<file path="src/sv/psn_pkg.sv">
package psn_pkg;

    localparam logic [7:0] SLASH_CH = 8'h2F;
    localparam logic [7:0] DOT_CH   = 8'h2E;

    localparam int MAX_RES = 4;
    localparam int RES_IW  = $clog2(MAX_RES);
    localparam int CNT_W   = $clog2(MAX_RES + 1);

    localparam int QDEPTH  = 8;
    localparam int QAW     = $clog2(QDEPTH);
    localparam int QCW     = $clog2(QDEPTH + 1);

    localparam logic [1:0] WC_NONE = 2'd0;
    localparam logic [1:0] WC_MANY = 2'd2;

    typedef enum logic [1:0] {
        LK_NONE     = 2'd0,
        LK_SLASH    = 2'd1,
        LK_SLASHDOT = 2'd2,
        LK_LEADDOT  = 2'd3
    } lk_t;

    typedef struct packed {
        logic [1:0] wclass;
        logic       slash_due;
        lk_t        kind;
        logic [7:0] held;
        logic       held_valid;
    } state_t;

    localparam state_t ST_RESET = '{
        wclass: WC_NONE,
        slash_due: 1'b0,
        kind: LK_NONE,
        held: 8'd0,
        held_valid: 1'b0
    };

    typedef struct packed {
        logic       last;
        logic [7:0] data;
    } res_t;

    typedef struct packed {
        logic [CNT_W-1:0]           cnt;
        res_t [MAX_RES-1:0]         res;
    } push_t;

    typedef struct packed {
        state_t                     st;
        logic [CNT_W-1:0]           cnt;
        res_t [MAX_RES-1:0]         res;
    } work_t;

    function automatic work_t emit(work_t w, logic [7:0] b, logic last);
        work_t r;
        r = w;
        if (r.cnt < CNT_W'(MAX_RES))
        begin
            r.res[r.cnt[RES_IW-1:0]].data = b;
            r.res[r.cnt[RES_IW-1:0]].last = last;
            r.cnt = r.cnt + CNT_W'(1);
        end
        return r;
    endfunction

    function automatic work_t push_tail(work_t w, logic [7:0] b);
        work_t r;
        r = w;
        if (r.st.held_valid)
        begin
            r = emit(r, r.st.held, 1'b0);
        end
        r.st.held = b;
        r.st.held_valid = 1'b1;
        return r;
    endfunction

    function automatic work_t write_byte(work_t w, logic [7:0] c);
        work_t r;
        r = w;
        if (r.st.wclass < WC_MANY)
        begin
            r.st.wclass = r.st.wclass + 2'd1;
        end
        if (r.st.slash_due)
        begin
            r = push_tail(r, SLASH_CH);
        end
        if (c == SLASH_CH)
        begin
            r.st.slash_due = 1'b1;
        end
        else
        begin
            r.st.slash_due = 1'b0;
            r = push_tail(r, c);
        end
        return r;
    endfunction

    function automatic work_t take_fresh(work_t w, logic [7:0] c);
        work_t r;
        r = w;
        if (c == SLASH_CH)
        begin
            if (!(r.st.slash_due && r.st.wclass == WC_MANY))
            begin
                r.st.kind = LK_SLASH;
            end
        end
        else if (c == DOT_CH && r.st.wclass == WC_NONE)
        begin
            r.st.kind = LK_LEADDOT;
        end
        else
        begin
            r = write_byte(r, c);
        end
        return r;
    endfunction

    function automatic work_t finish_path(work_t w);
        work_t r;
        r = w;
        if (r.st.kind == LK_SLASH)
        begin
            r = write_byte(r, SLASH_CH);
        end
        r.st.kind = LK_NONE;
        if (r.st.slash_due && r.st.wclass < WC_MANY)
        begin
            r = push_tail(r, SLASH_CH);
        end
        if (r.st.held_valid)
        begin
            r = emit(r, r.st.held, 1'b1);
        end
        else
        begin
            r = emit(r, DOT_CH, 1'b1);
        end
        r.st = ST_RESET;
        return r;
    endfunction

    function automatic work_t step(state_t st, logic [7:0] c, logic fin, logic empty);
        work_t w;
        lk_t   kind;
        w.st  = st;
        w.cnt = '0;
        w.res = '0;
        if (empty)
        begin
            w = finish_path(w);
        end
        else
        begin
            kind = w.st.kind;
            w.st.kind = LK_NONE;
            case (kind)
                LK_SLASH:
                begin
                    if (c == DOT_CH)
                    begin
                        w.st.kind = LK_SLASHDOT;
                    end
                    else
                    begin
                        w = write_byte(w, SLASH_CH);
                        w = take_fresh(w, c);
                    end
                end
                LK_SLASHDOT:
                begin
                    if (c != SLASH_CH)
                    begin
                        w = write_byte(w, SLASH_CH);
                        w = write_byte(w, DOT_CH);
                    end
                    w = take_fresh(w, c);
                end
                LK_LEADDOT:
                begin
                    if (c != SLASH_CH)
                    begin
                        w = write_byte(w, DOT_CH);
                        w = take_fresh(w, c);
                    end
                end
                default:
                begin
                    w = take_fresh(w, c);
                end
            endcase
            if (fin)
            begin
                w = finish_path(w);
            end
        end
        return w;
    endfunction

endpackage

</file>
<file path="src/sv/psn_step.sv">
module psn_step (
    input  logic                clk,
    input  logic                rst_n,
    input  logic                in_valid,
    output logic                in_ready,
    input  logic [7:0]          in_byte,
    input  logic                in_last,
    input  logic                in_empty,
    input  logic                space_ok,
    output psn_pkg::push_t      push
);

    logic             in_valid_reg;
    logic [7:0]       in_byte_reg;
    logic             in_last_reg;
    logic             in_empty_reg;
    psn_pkg::state_t  state_reg;
    psn_pkg::state_t  state_next;
    psn_pkg::work_t   work;
    logic             step_go;

    assign step_go  = in_valid_reg && space_ok;
    assign in_ready = !in_valid_reg || space_ok;

    always_comb
    begin
        work = psn_pkg::step(state_reg, in_byte_reg, in_last_reg, in_empty_reg);
        state_next = step_go ? work.st : state_reg;
        push.res = work.res;
        push.cnt = step_go ? work.cnt : '0;
    end

    always_ff @(posedge clk or negedge rst_n)
    begin
        if (!rst_n)
        begin
            in_valid_reg <= 1'b0;
            state_reg    <= psn_pkg::ST_RESET;
        end
        else
        begin
            if (in_ready)
            begin
                in_valid_reg <= in_valid;
            end
            state_reg <= state_next;
        end
    end

    always_ff @(posedge clk)
    begin
        if (in_valid && in_ready)
        begin
            in_byte_reg  <= in_byte;
            in_last_reg  <= in_last;
            in_empty_reg <= in_empty;
        end
    end

endmodule

</file>
<file path="src/sv/psn_queue.sv">
module psn_queue (
    input  logic                clk,
    input  logic                rst_n,
    input  psn_pkg::push_t      push,
    output logic                space_ok,
    output logic                out_valid,
    input  logic                out_ready,
    output logic [7:0]          out_byte,
    output logic                out_last
);

    psn_pkg::res_t                  entry_reg [psn_pkg::QDEPTH];
    logic [psn_pkg::QAW-1:0]        wr_ptr_reg;
    logic [psn_pkg::QAW-1:0]        rd_ptr_reg;
    logic [psn_pkg::QCW-1:0]        count_reg;
    logic [psn_pkg::QCW-1:0]        count_next;
    logic                           out_valid_reg;
    psn_pkg::res_t                  out_reg;
    logic                           pop;

    assign space_ok  = count_reg <= psn_pkg::QCW'(psn_pkg::QDEPTH - psn_pkg::MAX_RES);
    assign pop       = (count_reg != '0) && (!out_valid_reg || out_ready);
    assign out_valid = out_valid_reg;
    assign out_byte  = out_reg.data;
    assign out_last  = out_reg.last;

    always_comb
    begin
        count_next = count_reg + psn_pkg::QCW'(push.cnt) - psn_pkg::QCW'(pop);
    end

    always_ff @(posedge clk or negedge rst_n)
    begin
        if (!rst_n)
        begin
            wr_ptr_reg    <= '0;
            rd_ptr_reg    <= '0;
            count_reg     <= '0;
            out_valid_reg <= 1'b0;
        end
        else
        begin
            wr_ptr_reg <= wr_ptr_reg + psn_pkg::QAW'(push.cnt);
            count_reg  <= count_next;
            if (pop)
            begin
                rd_ptr_reg    <= rd_ptr_reg + psn_pkg::QAW'(1);
                out_valid_reg <= 1'b1;
            end
            else if (out_ready)
            begin
                out_valid_reg <= 1'b0;
            end
        end
    end

    always_ff @(posedge clk)
    begin
        for (int i = 0; i < psn_pkg::MAX_RES; i++)
        begin
            if (psn_pkg::CNT_W'(i) < push.cnt)
            begin
                entry_reg[wr_ptr_reg + psn_pkg::QAW'(i)] <= push.res[i];
            end
        end
        if (pop)
        begin
            out_reg <= entry_reg[rd_ptr_reg];
        end
    end

endmodule

</file>
<file path="src/sv/path_string_normalizer.sv">
// path: a result byte passes the input register, a queue entry and the output register
// throughput: one input byte per cycle, set by the combinational step logic; input
// stalls while the result queue has fewer than four free entries
// output: an eight-entry queue and an output register give one byte per cycle while ready
// reset: rst_n is asynchronous, active low; it clears the path state and empties the queue
module path_string_normalizer (
    input  logic        clk,
    input  logic        rst_n,
    input  logic        s_axis_tvalid,
    output logic        s_axis_tready,
    input  logic [7:0]  s_axis_tdata,   // path_byte
    input  logic        s_axis_tlast,
    input  logic        s_axis_tuser,   // empty_path
    output logic        m_axis_tvalid,
    input  logic        m_axis_tready,
    output logic [7:0]  m_axis_tdata,   // norm_byte
    output logic        m_axis_tlast
);

    psn_pkg::push_t push;
    logic           space_ok;

    psn_step u_step (
        .clk      (clk),
        .rst_n    (rst_n),
        .in_valid (s_axis_tvalid),
        .in_ready (s_axis_tready),
        .in_byte  (s_axis_tdata),
        .in_last  (s_axis_tlast),
        .in_empty (s_axis_tuser),
        .space_ok (space_ok),
        .push     (push)
    );

    psn_queue u_queue (
        .clk       (clk),
        .rst_n     (rst_n),
        .push      (push),
        .space_ok  (space_ok),
        .out_valid (m_axis_tvalid),
        .out_ready (m_axis_tready),
        .out_byte  (m_axis_tdata),
        .out_last  (m_axis_tlast)
    );

endmodule

</file>
<file path="config.mk">
export PLATFORM = sky130hd
export DESIGN_NAME = path_string_normalizer
export DESIGN_NICKNAME = d
export VERILOG_FILES = /design/src/sv/psn_pkg.sv /design/src/sv/psn_step.sv /design/src/sv/psn_queue.sv /design/src/sv/path_string_normalizer.sv
export SDC_FILE = /design/constraint.sdc
export NUM_CORES = 1
export LEC_CHECK = 0
export BUFFER_PORTS_ARGS = -buffer_cell sky130_fd_sc_hd__buf_2
export CAP_MARGIN = 20
export CORE_UTILIZATION = 62
export CTS_CLUSTER_SIZE = 10
export DETAILED_ROUTE_END_ITERATION = 6
export PLACE_DENSITY = 0.79
export SETUP_SLACK_MARGIN = 0.1
export SLEW_MARGIN = 25
export SYNTH_ARGS = -nofsm -noshare
export SYNTH_HDL_FRONTEND = slang
export SYNTH_SLANG_ARGS = --single-unit
export TNS_END_PERCENT = 50
</file>
<file path="constraint.sdc">
create_clock -name clk -period 9.2 [get_ports clk]
set_input_delay 1.84 -clock clk [delete_from_list [all_inputs] [get_ports clk]]
set_output_delay 1.84 -clock clk [all_outputs]
set_load 0.01 [all_outputs]
</file>
======== After elaboration in Yosys (flattened, before gate mapping) ========
Memory sizes are Yosys's and may differ from the RTL's. A register that Yosys moved wholly into a read port is not among the register bits.
Index checks and enable logic that the tools add are counted.
cells by class
  multipliers ............................. 0
  mux-type cells .......................... 240
  bitwise operators ....................... 0
  equal/unequal tests ..................... 11
  $add $sub $neg .......................... 28
  shift-type cells ........................ 0
  reduce and logical (&&, ||, !) cells .... 39
  div/mod/pow operators ................... 0
  magnitude comparators ................... 58
operators by type and width
  cell                                                  count
  2-to-1 mux 53 bit                                     39
  2-to-1 mux 39 bit                                     32
  bitwise mux 36 bit                                    34
  2-to-1 mux 48 bit                                     16
  demux 9 bit (select 2 bit)                            30
  2-to-1 mux 52 bit                                     6
  2-to-1 mux 51 bit                                     5
  one-hot mux 53 bit (3 select lines)                   1
  2-to-1 mux 9 bit                                      15
  2-to-1 mux 8 bit                                      15
  2-to-1 mux 37 bit                                     2
  adder 3 x 1 -> 3 bit (second input constant)          17
  < comparator 2 x 3 -> 1 bit (second input constant)   15
  < comparator 3 bit (second input constant)            15
  2-to-1 mux 2 bit                                      18
  >= comparator 2 x 1 -> 1 bit (second input constant)  15
  2-to-1 mux 3 bit                                      10
  logical AND 1 bit                                     28
  2-to-1 mux 1 bit                                      17
  == test 8 x 6 -> 1 bit (second input constant)        2
  < comparator 2 bit (second input constant)            8
  adder 2 x 1 -> 2 bit (second input constant)          6
  == test 2 bit (second input constant)                 6
  zero test 2 bit                                       4
  14 further kinds                                      20
storage, ports and cells
  latch bits .............................. 0
  memories ................................ 1
  output and inout bits ................... 11
  bits in registers ....................... 36
  memory bits (writable) .................. 72
  input port bits ......................... 14
  bits in read-only memories .............. 0
  word-level logic and storage cells ...... 390
memory list
  name               depth  bits a word  rd ports  clocked after Yosys merged registers in  wr ports  line             source
  u_queue.entry_reg  8      9            1         1                                        4         psn_queue.sv:12  psn_pkg::res_t entry_reg [psn_pkg::QDEPTH];

======== Depth between registers and ports, before layout ========
  depth in word-level cells ............... 91
  depth in mapped cells ................... 30
  mapped depth without buffers ............ 27

======== Cells and area by module ========
From an unflattened synthesis, not the netlist that was laid out.
unflattened totals
  cells, all modules ...................... 1,245
  area total of the unflattened synthesis .. 10,892.9 um^2
by module, submodules not included
  module     sequential area each (um^2)  cells an instance  instances  area each (um^2)
  psn_queue  2,707.6                      523                1          5,958.2
  psn_step   675.6                        722                1          4,934.7

======== Worst setup path after synthesis ========
No wires, ideal clock.
  kind .................................... flip-flop to flip-flop
  from .................................... reg u_step.in_byte_reg[3]
  to ...................................... mem u_queue.entry_reg[5][0] in the netlist's numbering, enable pin
  library setup time ...................... 0.409 ns
  data required time ...................... 8.791 ns
  clock period less this slack ............ 6.471 ns
  arrival time ............................ 6.061 ns
  cell stages (with the launch flop) ...... 28
  buffers on the path ..................... 4
  setup slack ............................. 2.729 ns
  cell sequence ........................... edfxtp_1 -> and4b_1 -> buf_2 -> buf_2 -> nand2_1 -> clkbuf_1 -> nor2_1 -> a21oi_1 -> ha_1 -> clkbuf_1 -> a21oi_1 -> o311ai_0 -> a31oi_1 -> a221oi_2 -> inv_1 -> ha_1 -> nand4_1 -> nand2_1 -> nor3_1 -> nand2_1 -> o21a_1 -> inv_1 -> ha_1 -> inv_1 -> a41oi_4 -> a31oi_4 -> nor2b_1 -> o311ai_0
RTL lines
  item                    line             source
  start, declared         psn_step.sv:14   logic [7:0] in_byte_reg;
  start signal, assigned  psn_step.sv:54   in_byte_reg <= in_byte;
  end, declared           psn_queue.sv:12

==> results.ini <==
[placement]
placedCellCount=1421
gp_congestion=1.21
dp_hpwl_um=30300
port-buffer-count=24

[timing]
finClkSkew_ns=0.0129
slew_violations=0
finalSetupViolCount=0
fin_crit_ns=7.68
fmax_mhz=130
rsz0062_at_grt=false
relSlewSlack_pct=23.3
worstMarginPinSlew_ns=1.14
period_share_pct=83.4
finalHoldViolCount=0
setup_tns_ns=0

[drt]
drt-initial-drc-count=2488
viasPerCell=7.88
drt.antenna.violating_nets=0
routed_wl_um=41900
met2WireLength_um=15900
wl_met1_um=15900
top_layer=met5
wl_per_cell_um=28.8
drcViolationCount=12
wl_met3_um=8210
vias=11500
dr.pass1.iters=7

[floorplan]
die_w_um=135
core_area_mm2=0.0173
die_h_um=135
fp-row-count=48
die-area_mm2=0.0182
io_pins=25
start_util_pct=63.3

[worst_setup_path]
start_kind=flop
arrival_ns=7.74
cp_max_fo=16
crit_type=reg -> reg
required_ns=9.27
end_kind=flop

[pwr]
irDropWorstVdd_mv=0.287
power.total_w=0.00341
power.density_mw_per_mm2=289
leakage_nw=4.17

[logic_synthesis]
ys_top_cells_by_count=nand2_1, edfxtp_1, a21oi_1, mux2i_1, nor2_1
synth_flop_cell=edfxtp_1
synth_nets=1291
synth.most_common_cell=nand2_1
yosysWarnings=0
synth_cell_types=107
syn_inst=1236
ys_seq_area_share_pct=30.9
synth_area_per_cell_um2=8.86
ys_seq_elements=117
yosysTopAreaCell=edfxtp_1
synthArstFlopShare_pct=22.2
synth_area_leaders=edfxtp_1, mux2i_1, nand2_1
synth_edf_count=91
netlist.area_leader.share_pct=25.0
netlist_area_mm2=0.0109

[global_route]
grt-ovfl-total=0
grt_max_degree=33
grt_pass1_vias=10500
antenna_found_initial=2
grt_util_all_layers_pct=46.9
grt_pass1_wl_um=62900

[min_path]
hold_class=reg -> reg

[layout]
nFillCells=1342
drive_above_1_share_pct=12.4
final_net_count=1271
stdcell_count=1454
final_util_pct=68.3
largest_register_ffs=72
diodes=0
syn_to_final_growth_pct=7.91

[clocking]
cts_sinks=117
worst_skew_pair.late_latency_ns=0.44
cts_tree=built
cts_htree_levels=4
cts.clk_slew.worst_paths_ns=0.07
numCtsBuffers=17
cts-root-buf=clkbuf_16
cts_setup_buffers=0
max-clock-path-buffers=2
cts_hold_buf=0
ctsResizeCount=0

[run_status]
status=finished with violations
violations=DRC

[job]
max_cap_viol_count=0

## critical path, cell delays in order (launching register included)
cell      delay (ns)
edfxtp_1        0.42
and4b_1         0.65
nand2_1         0.48
a21oi_1         0.28
ha_1            0.37
or4bb_1         0.48
nor2_1          0.24
o21ai_0         0.12
a21oi_1         0.58
ha_1            0.30
nand4_1         0.26
nand2_1         0.45
nor3_1          0.17
xnor2_1         0.31
ha_1            0.22
inv_1           0.10
a41oi_4         0.33
a31oi_4         0.14
nor3_2          0.82
a311o_1         0.55
## area by class of cell
type | instances | area [um2] | area share [%]
sequential | 117 | 3380 | 28.6
inverter | 49 | 184 | 1.56
multi-input combinational | 987 | 7070 | 59.9
clock inverter | 14 | 191 | 1.62
timing repair buffer | 44 | 270 | 2.29
tap | 225 | 282 | 2.38
clock buffer | 18 | 429 | 3.63
## report_power, final
group	switching, W	internal [W]
logic	0.00107	0.000584
registers	0.000192	0.000833
clock network	0.000293	0.000435
total	0.00156	0.00185
## metrics by stage
step / instance area (um2) / worst slack (ns) / hold slack [ns]
6_report: 11800 / 1.52 / 0.504
3_5_place_dp: 11200 / 1.96 / 0.488
3_3_place_gp: 11200 / 2.22 / 0.492
2_1_floorplan: 10900 / 2.73 / 0.470
4_1_cts: 11800 / 1.93 / 0.503
5_1_grt: 11800 / 1.24 / 0.536
## logic make-up (layout without fill, tap and decap cells)
group                      count (synthesis)  after routing  synth area share (%)
buffers and inverters                    132            125                  5.02
muxes                                    105            105                  11.8
adders and majority gates                 41             41                  4.82
xor gates and xnor gates                  13             13                  1.04
DFF                                      117            117                  30.9
AOI/OAI and AO/OA                        416            416                  28.1
and+or+nand+nor                          412            412                  18.3
## cell usage in the layout, fill, tap and decap left out, types with 9 or more instances in the layout
cell type  Yosys  routed
and2_1        10      10
a221oi_1      11      11
a31oi_1       14      14
xnor2_1        9       9
nand2b_1      17      17
dfrtp_1       26      26
mux2_2        10      10
nand2_1      179     179
and3_1        13      13
nor2_1        72      72
clkbuf_16      0      17
edfxtp_1      91      91
o22ai_1       15      15
mux4_2        18      18
a211oi_1      11      10
nand3_1       26      26
o31ai_1        9       9
o21ai_1       13      13
ha_1          39      39
a21o_1        13      13
o211ai_1      14      14
nor3_1        28      22
buf_4          2      19
buf_2         24      24
o221ai_1      70      69
a21oi_1       84      83
a22oi_1       18      18
inv_1         46      46
nor2b_1        9       9
mux2i_1       77      77
o21ai_0       47      47
## per-layer routing
metal,GRT usage [%],vias to the layer above
met5,1.67,-
met4,18.3,2
met3,21.2,208
met2,61.3,1168
met1,66.2,5291
li1,-,4788
## path summary, 6_finish.rpt
kind	startpoint	endpoint	slack [ns]	depth (start not counted)
min in group asynchronous	rst_n	u_step.state_reg[0]$_DFFE_PN0P_	1.43	1
setup / recovery	u_step.in_byte_reg[7]$_DFFE_PP_	u_queue.entry_reg[7][0]$_DFFE_PP_	1.52	19
hold / removal	u_queue.count_reg[0]$_DFF_PN0_	u_queue.count_reg[0]$_DFF_PN0_	0.50	1
hold reg to reg	u_queue.count_reg[0]$_DFF_PN0_	u_queue.count_reg[0]$_DFF_PN0_	0.50	1
max in group asynchronous	rst_n	u_step.state_reg[2]$_DFFE_PN0P_	7.33	1
setup reg to reg	u_step.in_byte_reg[7]$_DFFE_PP_	u_queue.entry_reg[7][0]$_DFFE_PP_	1.52	19
Power figures use the tool's default switching activity.
